--- config.mk ---
export PLATFORM = sky130hd
export DESIGN_NAME = port_change_detector
export DESIGN_NICKNAME = d
export VERILOG_FILES = /design/src/pcd_pkg.sv /design/src/port_change_detector.sv
export SDC_FILE = /design/constraint.sdc
export NUM_CORES = 1
export LEC_CHECK = 0
export BUFFER_PORTS_ARGS = -buffer_cell sky130_fd_sc_hd__buf_2
export CAP_MARGIN = 20
export CORE_ASPECT_RATIO = 1.2
export CORE_MARGIN = 2
export CORE_UTILIZATION = 35
export DETAILED_ROUTE_END_ITERATION = 10
export SYNTH_ARGS = -nofsm -noshare
export SYNTH_HDL_FRONTEND = slang
export SYNTH_SLANG_ARGS = --single-unit
--- constraint.sdc ---
create_clock -name i_clk -period 4.4 [get_ports i_clk]
set_clock_uncertainty 0.15 [all_clocks]
set_input_delay 1.1 -clock i_clk [delete_from_list [all_inputs] [get_ports i_clk]]
set_output_delay 1.1 -clock i_clk [all_outputs]
set_load 0.1 [all_outputs]
--- src/pcd_pkg.sv ---
// pcd_pkg.sv: types, constants and the edge check shared by the port change detector.
// Has no dependencies of its own.
package pcd_pkg;

    // Fixed geometry of the scan item and the register map.
    localparam int PINS        = 8;
    localparam int MAX_PORTS   = 5;
    localparam int PORT_W      = 3;
    localparam int SAMPLE_W    = 8;
    localparam int MASK_W      = 40;
    localparam int MODE_W      = 64;
    localparam int MODE4_W     = 16;
    localparam int INCR_W      = 64;
    localparam int APB_DATA_W  = 64;
    localparam int APB_ADDR_W  = 6;

    typedef logic [PORT_W-1:0]   t_port;
    typedef logic [PINS-1:0]     t_pins;
    typedef logic [SAMPLE_W-1:0] t_sample;

    // Register indexes; each register sits at byte address 8 * index.
    typedef enum logic [2:0] {
        CFG_OUTPUT_MASKS  = 3'd0,
        CFG_DIGITAL_MASKS = 3'd1,
        CFG_EDGE_MODES    = 3'd2,
        CFG_EDGE_MODES_P4 = 3'd3,
        CFG_INCREMENTS    = 3'd4
    } t_cfg_reg;

    typedef enum logic [1:0] {
        EDGE_NONE    = 2'd0,
        EDGE_FALLING = 2'd1,
        EDGE_RISING  = 2'd2,
        EDGE_BOTH    = 2'd3
    } t_edge_mode;

    // Edge check of one digital pin against its previous level.
    function automatic logic edge_hit(t_edge_mode mode, logic prev_lvl, logic cur_lvl);
        logic hit;
        unique case (mode)
            EDGE_FALLING: hit = prev_lvl & ~cur_lvl;
            EDGE_RISING:  hit = ~prev_lvl & cur_lvl;
            EDGE_BOTH:    hit = prev_lvl ^ cur_lvl;
            default:      hit = 1'b0;
        endcase
        return hit;
    endfunction

endpackage

--- src/port_change_detector.sv ---
// port_change_detector.sv: top level of the port change detector.
// Depends on pcd_pkg for its types, register indexes and the edge check.
//
// The block takes one port scan per transfer (port index, eight digital pin levels and
// eight analog samples) and returns one transfer per scan with the port index and an
// 8-bit change mask. Input pins flagged digital report a falling, rising or either edge
// against the levels stored from the previous scan of the same port; pins flagged analog
// report when the sample differs from the channel's tracked level by at least the
// channel's increment, and only then does the tracked level follow the sample. Output
// pins never report. A scan of a port at or above PORT_COUNT changes nothing and returns
// an all-zero mask. Each scan passes through the input register and then the result
// register, with the pin checks in between. A new scan is accepted every cycle as long
// as results are taken; the result register frees up in the same cycle that its
// transfer completes, so a stalled output holds at most two scans in the block.
// State is updated in scan order as each scan moves into the result register, so
// back-to-back scans of the same port see each other's levels.
// Configuration is through the APB-style port; registers are 64-bit words at byte
// addresses 0, 8, 16, 24 and 32, and should be written only while no scan is in flight.
module port_change_detector #(
    parameter int PORT_COUNT = 5
) (
    input  logic                                i_clk,
    input  logic                                i_rst_n,

    // Scan input channel.
    input  logic                                i_valid,
    output logic                                o_ready,
    input  logic [pcd_pkg::PORT_W-1:0]          i_port_index,
    input  logic [pcd_pkg::PINS-1:0]            i_digital_value,
    input  logic [pcd_pkg::SAMPLE_W-1:0]        i_analog_sample_0,
    input  logic [pcd_pkg::SAMPLE_W-1:0]        i_analog_sample_1,
    input  logic [pcd_pkg::SAMPLE_W-1:0]        i_analog_sample_2,
    input  logic [pcd_pkg::SAMPLE_W-1:0]        i_analog_sample_3,
    input  logic [pcd_pkg::SAMPLE_W-1:0]        i_analog_sample_4,
    input  logic [pcd_pkg::SAMPLE_W-1:0]        i_analog_sample_5,
    input  logic [pcd_pkg::SAMPLE_W-1:0]        i_analog_sample_6,
    input  logic [pcd_pkg::SAMPLE_W-1:0]        i_analog_sample_7,

    // Result channel.
    output logic                                o_valid,
    input  logic                                i_ready,
    output logic [pcd_pkg::PORT_W-1:0]          o_changed_port,
    output logic [pcd_pkg::PINS-1:0]            o_change_mask,

    // Configuration port.
    input  logic                                psel,
    input  logic                                penable,
    input  logic                                pwrite,
    input  logic [pcd_pkg::APB_ADDR_W-1:0]      paddr,
    input  logic [pcd_pkg::APB_DATA_W-1:0]      pwdata,
    output logic [pcd_pkg::APB_DATA_W-1:0]      prdata,
    output logic                                pready
);

    // ------------------------------------------------------------------
    // Configuration registers
    // ------------------------------------------------------------------
    logic [pcd_pkg::MASK_W-1:0]  r_output_masks;
    logic [pcd_pkg::MASK_W-1:0]  r_digital_masks;
    logic [pcd_pkg::MODE_W-1:0]  r_edge_modes;
    logic [pcd_pkg::MODE4_W-1:0] r_edge_modes_p4;
    logic [pcd_pkg::INCR_W-1:0]  r_increments;

    pcd_pkg::t_cfg_reg cfg_sel;
    logic              cfg_wr;

    assign pready  = 1'b1;
    assign cfg_sel = pcd_pkg::t_cfg_reg'(paddr[pcd_pkg::APB_ADDR_W-1:3]);
    assign cfg_wr  = psel && penable && pwrite && pready;

    always_ff @(posedge i_clk) begin
        if (!i_rst_n) begin
            r_output_masks  <= '1;
            r_digital_masks <= '1;
            r_edge_modes    <= '0;
            r_edge_modes_p4 <= '0;
            r_increments    <= '0;
        end else if (cfg_wr) begin
            unique case (cfg_sel)
                pcd_pkg::CFG_OUTPUT_MASKS:  r_output_masks  <= pwdata[pcd_pkg::MASK_W-1:0];
                pcd_pkg::CFG_DIGITAL_MASKS: r_digital_masks <= pwdata[pcd_pkg::MASK_W-1:0];
                pcd_pkg::CFG_EDGE_MODES:    r_edge_modes    <= pwdata[pcd_pkg::MODE_W-1:0];
                pcd_pkg::CFG_EDGE_MODES_P4: r_edge_modes_p4 <= pwdata[pcd_pkg::MODE4_W-1:0];
                pcd_pkg::CFG_INCREMENTS:    r_increments    <= pwdata[pcd_pkg::INCR_W-1:0];
                default: ;
            endcase
        end
    end

    // Read data, zero-extended to the bus width. Addresses past the map read as zero.
    always_comb begin
        unique case (cfg_sel)
            pcd_pkg::CFG_OUTPUT_MASKS:
                prdata = pcd_pkg::APB_DATA_W'(r_output_masks);
            pcd_pkg::CFG_DIGITAL_MASKS:
                prdata = pcd_pkg::APB_DATA_W'(r_digital_masks);
            pcd_pkg::CFG_EDGE_MODES:
                prdata = pcd_pkg::APB_DATA_W'(r_edge_modes);
            pcd_pkg::CFG_EDGE_MODES_P4:
                prdata = pcd_pkg::APB_DATA_W'(r_edge_modes_p4);
            pcd_pkg::CFG_INCREMENTS:
                prdata = pcd_pkg::APB_DATA_W'(r_increments);
            default:
                prdata = '0;
        endcase
    end

    // ------------------------------------------------------------------
    // Input register and pipeline control
    // ------------------------------------------------------------------
    logic               r_in_valid;
    pcd_pkg::t_port     r_in_port;
    pcd_pkg::t_pins     r_in_digital;
    pcd_pkg::t_sample   r_in_samples [pcd_pkg::PINS];

    logic               r_out_valid;
    pcd_pkg::t_port     r_out_port;
    pcd_pkg::t_pins     r_out_mask;

    logic               advance;
    logic               in_xfer;

    // The scan in the input register moves on whenever the result register is empty
    // or its transfer completes in this cycle.
    assign advance = r_in_valid && (!r_out_valid || i_ready);
    assign o_ready = !r_in_valid || advance;
    assign in_xfer = i_valid && o_ready;

    always_ff @(posedge i_clk) begin
        if (!i_rst_n) begin
            r_in_valid <= 1'b0;
        end else if (in_xfer) begin
            r_in_valid <= 1'b1;
        end else if (advance) begin
            r_in_valid <= 1'b0;
        end
    end

    always_ff @(posedge i_clk) begin
        if (in_xfer) begin
            r_in_port        <= i_port_index;
            r_in_digital     <= i_digital_value;
            r_in_samples[0]  <= i_analog_sample_0;
            r_in_samples[1]  <= i_analog_sample_1;
            r_in_samples[2]  <= i_analog_sample_2;
            r_in_samples[3]  <= i_analog_sample_3;
            r_in_samples[4]  <= i_analog_sample_4;
            r_in_samples[5]  <= i_analog_sample_5;
            r_in_samples[6]  <= i_analog_sample_6;
            r_in_samples[7]  <= i_analog_sample_7;
        end
    end

    // ------------------------------------------------------------------
    // Stored levels
    // ------------------------------------------------------------------
    pcd_pkg::t_pins   r_prev_levels [PORT_COUNT];
    pcd_pkg::t_sample r_tracked [pcd_pkg::PINS];

    // ------------------------------------------------------------------
    // Per-port selection of configuration and previous levels
    // ------------------------------------------------------------------
    logic                          port_ok;
    pcd_pkg::t_pins                prev_lvls;
    pcd_pkg::t_pins                out_pins;
    pcd_pkg::t_pins                dig_pins;
    logic [pcd_pkg::MODE4_W-1:0]   port_modes;

    always_comb begin
        port_ok    = 1'b0;
        prev_lvls  = '0;
        out_pins   = '1;
        dig_pins   = '0;
        port_modes = '0;
        for (int p = 0; p < PORT_COUNT; p++) begin
            if (r_in_port == pcd_pkg::PORT_W'(p)) begin
                port_ok   = 1'b1;
                prev_lvls = r_prev_levels[p];
            end
        end
        // Pin masks and edge modes come from fixed register slices per port.
        for (int p = 0; p < pcd_pkg::MAX_PORTS; p++) begin
            if (r_in_port == pcd_pkg::PORT_W'(p)) begin
                out_pins = r_output_masks[p*pcd_pkg::PINS +: pcd_pkg::PINS];
                dig_pins = r_digital_masks[p*pcd_pkg::PINS +: pcd_pkg::PINS];
                if (p == pcd_pkg::MAX_PORTS - 1) begin
                    port_modes = r_edge_modes_p4;
                end else begin
                    port_modes = r_edge_modes[p*pcd_pkg::MODE4_W +: pcd_pkg::MODE4_W];
                end
            end
        end
    end

    // ------------------------------------------------------------------
    // Pin checks, all eight side by side
    // ------------------------------------------------------------------
    pcd_pkg::t_pins    hit;
    pcd_pkg::t_pins    analog_upd;
    pcd_pkg::t_sample  diff [pcd_pkg::PINS];

    always_comb begin
        for (int n = 0; n < pcd_pkg::PINS; n++) begin
            diff[n] = (r_in_samples[n] >= r_tracked[n]) ? (r_in_samples[n] - r_tracked[n])
                                                         : (r_tracked[n] - r_in_samples[n]);
            hit[n]        = 1'b0;
            analog_upd[n] = 1'b0;
            if (port_ok && !out_pins[n]) begin
                if (dig_pins[n]) begin
                    hit[n] = pcd_pkg::edge_hit(pcd_pkg::t_edge_mode'(port_modes[2*n +: 2]),
                                               prev_lvls[n], r_in_digital[n]);
                end else if (diff[n] >= r_increments[n*pcd_pkg::SAMPLE_W +: pcd_pkg::SAMPLE_W]) begin
                    hit[n]        = 1'b1;
                    analog_upd[n] = 1'b1;
                end
            end
        end
    end

    // State moves together with the scan into the result register.
    always_ff @(posedge i_clk) begin
        if (!i_rst_n) begin
            for (int p = 0; p < PORT_COUNT; p++) begin
                r_prev_levels[p] <= '0;
            end
            for (int n = 0; n < pcd_pkg::PINS; n++) begin
                r_tracked[n] <= '0;
            end
        end else if (advance) begin
            for (int p = 0; p < PORT_COUNT; p++) begin
                if (r_in_port == pcd_pkg::PORT_W'(p)) begin
                    r_prev_levels[p] <= r_in_digital;
                end
            end
            for (int n = 0; n < pcd_pkg::PINS; n++) begin
                if (analog_upd[n]) begin
                    r_tracked[n] <= r_in_samples[n];
                end
            end
        end
    end

    // ------------------------------------------------------------------
    // Result register
    // ------------------------------------------------------------------
    always_ff @(posedge i_clk) begin
        if (!i_rst_n) begin
            r_out_valid <= 1'b0;
        end else if (advance) begin
            r_out_valid <= 1'b1;
        end else if (i_ready) begin
            r_out_valid <= 1'b0;
        end
    end

    always_ff @(posedge i_clk) begin
        if (advance) begin
            r_out_port <= r_in_port;
            r_out_mask <= hit;
        end
    end

    assign o_valid        = r_out_valid;
    assign o_changed_port = r_out_port;
    assign o_change_mask  = r_out_mask;

`ifndef ASSERT_OFF
    // The input side only stalls when both registers are full and the output is held.
    a_stall_cause: assert property (@(posedge i_clk) disable iff (!i_rst_n)
        !o_ready |-> (r_in_valid && r_out_valid && !i_ready))
        else $error("input stalled without a full pipeline");

    // A scan that moves on always shows up as a result in the next cycle.
    a_advance_result: assert property (@(posedge i_clk) disable iff (!i_rst_n)
        advance |=> r_out_valid)
        else $error("advanced scan did not reach the result register");

    // A scan of a port outside the configured range never reports a change.
    a_bad_port_zero: assert property (@(posedge i_clk) disable iff (!i_rst_n)
        (r_out_valid && (int'(r_out_port) >= PORT_COUNT)) |-> (r_out_mask == '0))
        else $error("change reported for an unused port");

    // A blocked scan is kept in the input register.
    a_hold_blocked: assert property (@(posedge i_clk) disable iff (!i_rst_n)
        (r_in_valid && r_out_valid && !i_ready) |=> r_in_valid)
        else $error("blocked scan was dropped");
`endif

endmodule
==> reports/metrics.cfg <==
[critical_path]
r2r_setup_slack_ns=0.18
critical_path.top_delay_family=compound AO/OA/AOI/OAI gates
cp.depth=18
r2r-start=r_in_samples[0][0]
crit_path_end_kind=flop
path_cells=inv_2, ha_1, inv_1, fa_2, a21o_1, a21oi_2, a31oi_2, a211oi_2, buf_4, mux2_2, ha_1, a21o_1, a21o_1, a21oi_1, o211ai_1, nand3_1, o21ai_2, buf_6
rr_endpoint=r_tracked[0][1]
max_stage_delay_ns=0.40
rr_worst_depth=18
path_buf_inv=4
worstSetupPathType=reg -> reg
cp_max_fo=8
required_ns=4.56
cp.arrival_ns=4.37
critPathLaunchType=flop
cp-endpoint=r_tracked[0][1]
critPathLaunch=r_in_samples[0][0]
crit_slowest_cell=edfxtp_1
crit_top_cell=a21o_1

[synthesis]
synth-async-reset-ratio_pct=0
synthTopCellsByArea=edfxtp_1, dfxtp_1, ha_1
ys.flop_type=dfxtp_1
synth_edf_count=190
synth.avg_cell_area_sq_um=9.047
synth_top_cell_area_share_pct=23.81
synth_warnings=0
synth_top_cell_by_area=edfxtp_1
yosysSeqAreaShare_pct=42.69
ys_ff_latch=416
synthesis.area_sq_mm=0.02397
syn_inst=2649
synth.distinct_cells=65
synth_nets=3017

[floorplan]
die-area_sq_mm=0.07059
initial_core_util_pct=35.22
die_y_microns=290.7
rows=105
die_w_microns=242.9
io_pins=230
fp.coreArea_sq_mm=0.06805

[place]
placed_area_sq_mm=0.02726
place_ws_ns=-0.4425
hpwl_microns=58550
gp_congestion=0.9379
dpl.cell_count=3703
io_buffers=225

[power_and_ir_drop]
power_density_mw_per_mm2=356.9
power_leakage_nw=12.04
p_total_mw=10.44
irDropWorstVdd_v=0.0002935

[final_layout]
stdcell_count=3821
fin_nets=3236
mostFrequentLayoutCell=nand2_1
fill_cells=6744
design_area_sq_mm=0.02925
syn_to_final_growth_pct=22.07
final_cell_mix=nand2_1, a21oi_1, inv_1
post-route-util_pct=42.99
drive_above_1_share_pct=18.58

[global_route]
grt_pass1_wl_microns=119300
grt_pass1_vias=19177
grtUsageTotal_pct=22.03
antenna_found_initial=6
grt_start_max_net_pins=95
gr-total-overflow=0

[clock_tree]
cts_num_sinks=416
root_buffer=clkbuf_16
cts_tree=done
clock_latency_ns=0.63
numCtsBuffers=48
path_clk_slew_ns=0.06
cts-htree-levels=2
cts_buffer_depth=3
ctsHoldBuffers=0

[hold_path]
min_path_cells=2
hp-class=reg -> reg

[sta]
timing.hold.ws_ns=0.3206
slew_violations=0
setup_viol=0
finalCriticalPeriod_ns=4.217
fin_crit_sh_pct=95.84
worst_pin_slew_ns=1.097
relSlewSlack_pct=26.57
fmax_mhz=237.1
layout_setup_ws_ns=0.1832
setup_tns_ns=0
hold_viol_final=0

[routing]
wl_per_cell_microns=20.84
drt_wl_total_microns=79620
firstDrtPassIters=6
drt-initial-drc-count=1839
avgViaCountPerCell=5.281
via_count=20177
drcViolationCount=0
postRouteAntennaNets=0

[flow_run]
cap_violations=0

[outcome]
status=complete, no violations

what timing repair did:
action / CTS / global route
setup endpoints to repair: 16 / 111
hold endpoints to repair: 0 / 0
buffers inserted: 2 / 22
resized for setup: 3 / 43
pin swaps: 2 / 33
cells by family after synthesis:
family,share of synthesized area (%)
AOI/OAI and AO/OA,16.63
buffers and inverters,6.547
and+or+nand+nor,14.90
adders and majority gates,11.78
muxes,5.685
DFF,42.69
other,0.01565
xor gates and xnor gates,1.754
how the worst min path moves through the flow:
| stage | startpoint | endpoint |
|---|---|---|
| after floorplan | r_in_port[2] | o_changed_port[2] |
| after global placement | r_edge_modes_p4[3] | r_edge_modes_p4[3] |
| after detailed placement | r_edge_modes_p4[3] | r_edge_modes_p4[3] |
| after CTS | r_edge_modes_p4[3] | r_edge_modes_p4[3] |
| after global routing | r_increments[42] | r_increments[42] |
| final | r_increments[36] | r_increments[36] |
synth_stat cells (7+ instances only):
| cell type | count |
|---|---|
| o21bai_1 | 11 |
| o22ai_1 | 14 |
| a22oi_1 | 94 |
| mux2_2 | 31 |
| dfxtp_1 | 226 |
| o21a_1 | 9 |
| a21oi_1 | 270 |
| buf_2 | 33 |
| nor2b_1 | 16 |
| and2_1 | 22 |
| buf_4 | 8 |
| nand4_1 | 27 |
| edfxtp_1 | 190 |
| o21ai_0 | 57 |
| o211ai_1 | 11 |
| nand3_1 | 95 |
| a31oi_1 | 14 |
| nand2b_1 | 10 |
| inv_1 | 234 |
| nor3_1 | 10 |
| xnor2_1 | 29 |
| fa_1 | 16 |
| a21o_1 | 49 |
| nand2_1 | 547 |
| o211a_1 | 7 |
| nor2_1 | 104 |
| ha_1 | 200 |
| a221o_1 | 16 |
| a211oi_1 | 7 |
| mux4_2 | 15 |
| clkbuf_1 | 101 |
| mux2i_1 | 63 |
| xor2_1 | 19 |
power by group:
group	leakage [nW]	switching [mW]	total (mW)	internal [mW]
Sequential	3.74	0.0839	4.24	4.16
Clock	0.815	1.74	4.21	2.46
Combinational	7.48	1.19	1.99	0.799
layout make-up:
cell class	instances	area (sq um)	share of cell area, %
timing repair buffer	322	2942	10.06
antenna	5	12.51	0.04277
sequential	416	10230	34.97
clock inverter	16	171.4	0.5859
tap	909	1137	3.888
inverter	236	888.4	3.037
clock buffer	73	1484	5.072
multi-input combinational	1844	12390	42.35
registers in the layout, summed over array words and instances (netlist names):
name	count
r_in_samples	64
r_edge_modes_p4	16
r_tracked	64
r_output_masks	40
r_digital_masks	40
r_prev_levels	40
o_change_mask	8
r_in_port	3
r_in_valid	1
o_changed_port	3
r_increments	64
r_edge_modes	64
o_valid	1
r_in_digital	8
worst register-to-register path: cells and delay by family, from the launching register on:
kind                       cells  cell delay [ns]
and+or+nand+nor                1             0.15
DFF                            1             0.40
AOI/OAI and AO/OA              9             1.58
buffers and inverters          4             0.54
adders and majority gates      3             0.74
muxes                          1             0.35
routing by layer:
| layer | part of all wire [%] | routed length, microns | track usage (%) |
|---|---|---|---|
| met5 | 0 | 0 | 0 |
| met4 | 5.7 | 4545 | 11.69 |
| met3 | 7.2 | 5696 | 3.500 |
| met2 | 47 | 37670 | 36.27 |
| met1 | 40 | 31710 | 27.72 |
Power figures use the tool's default switching activity.
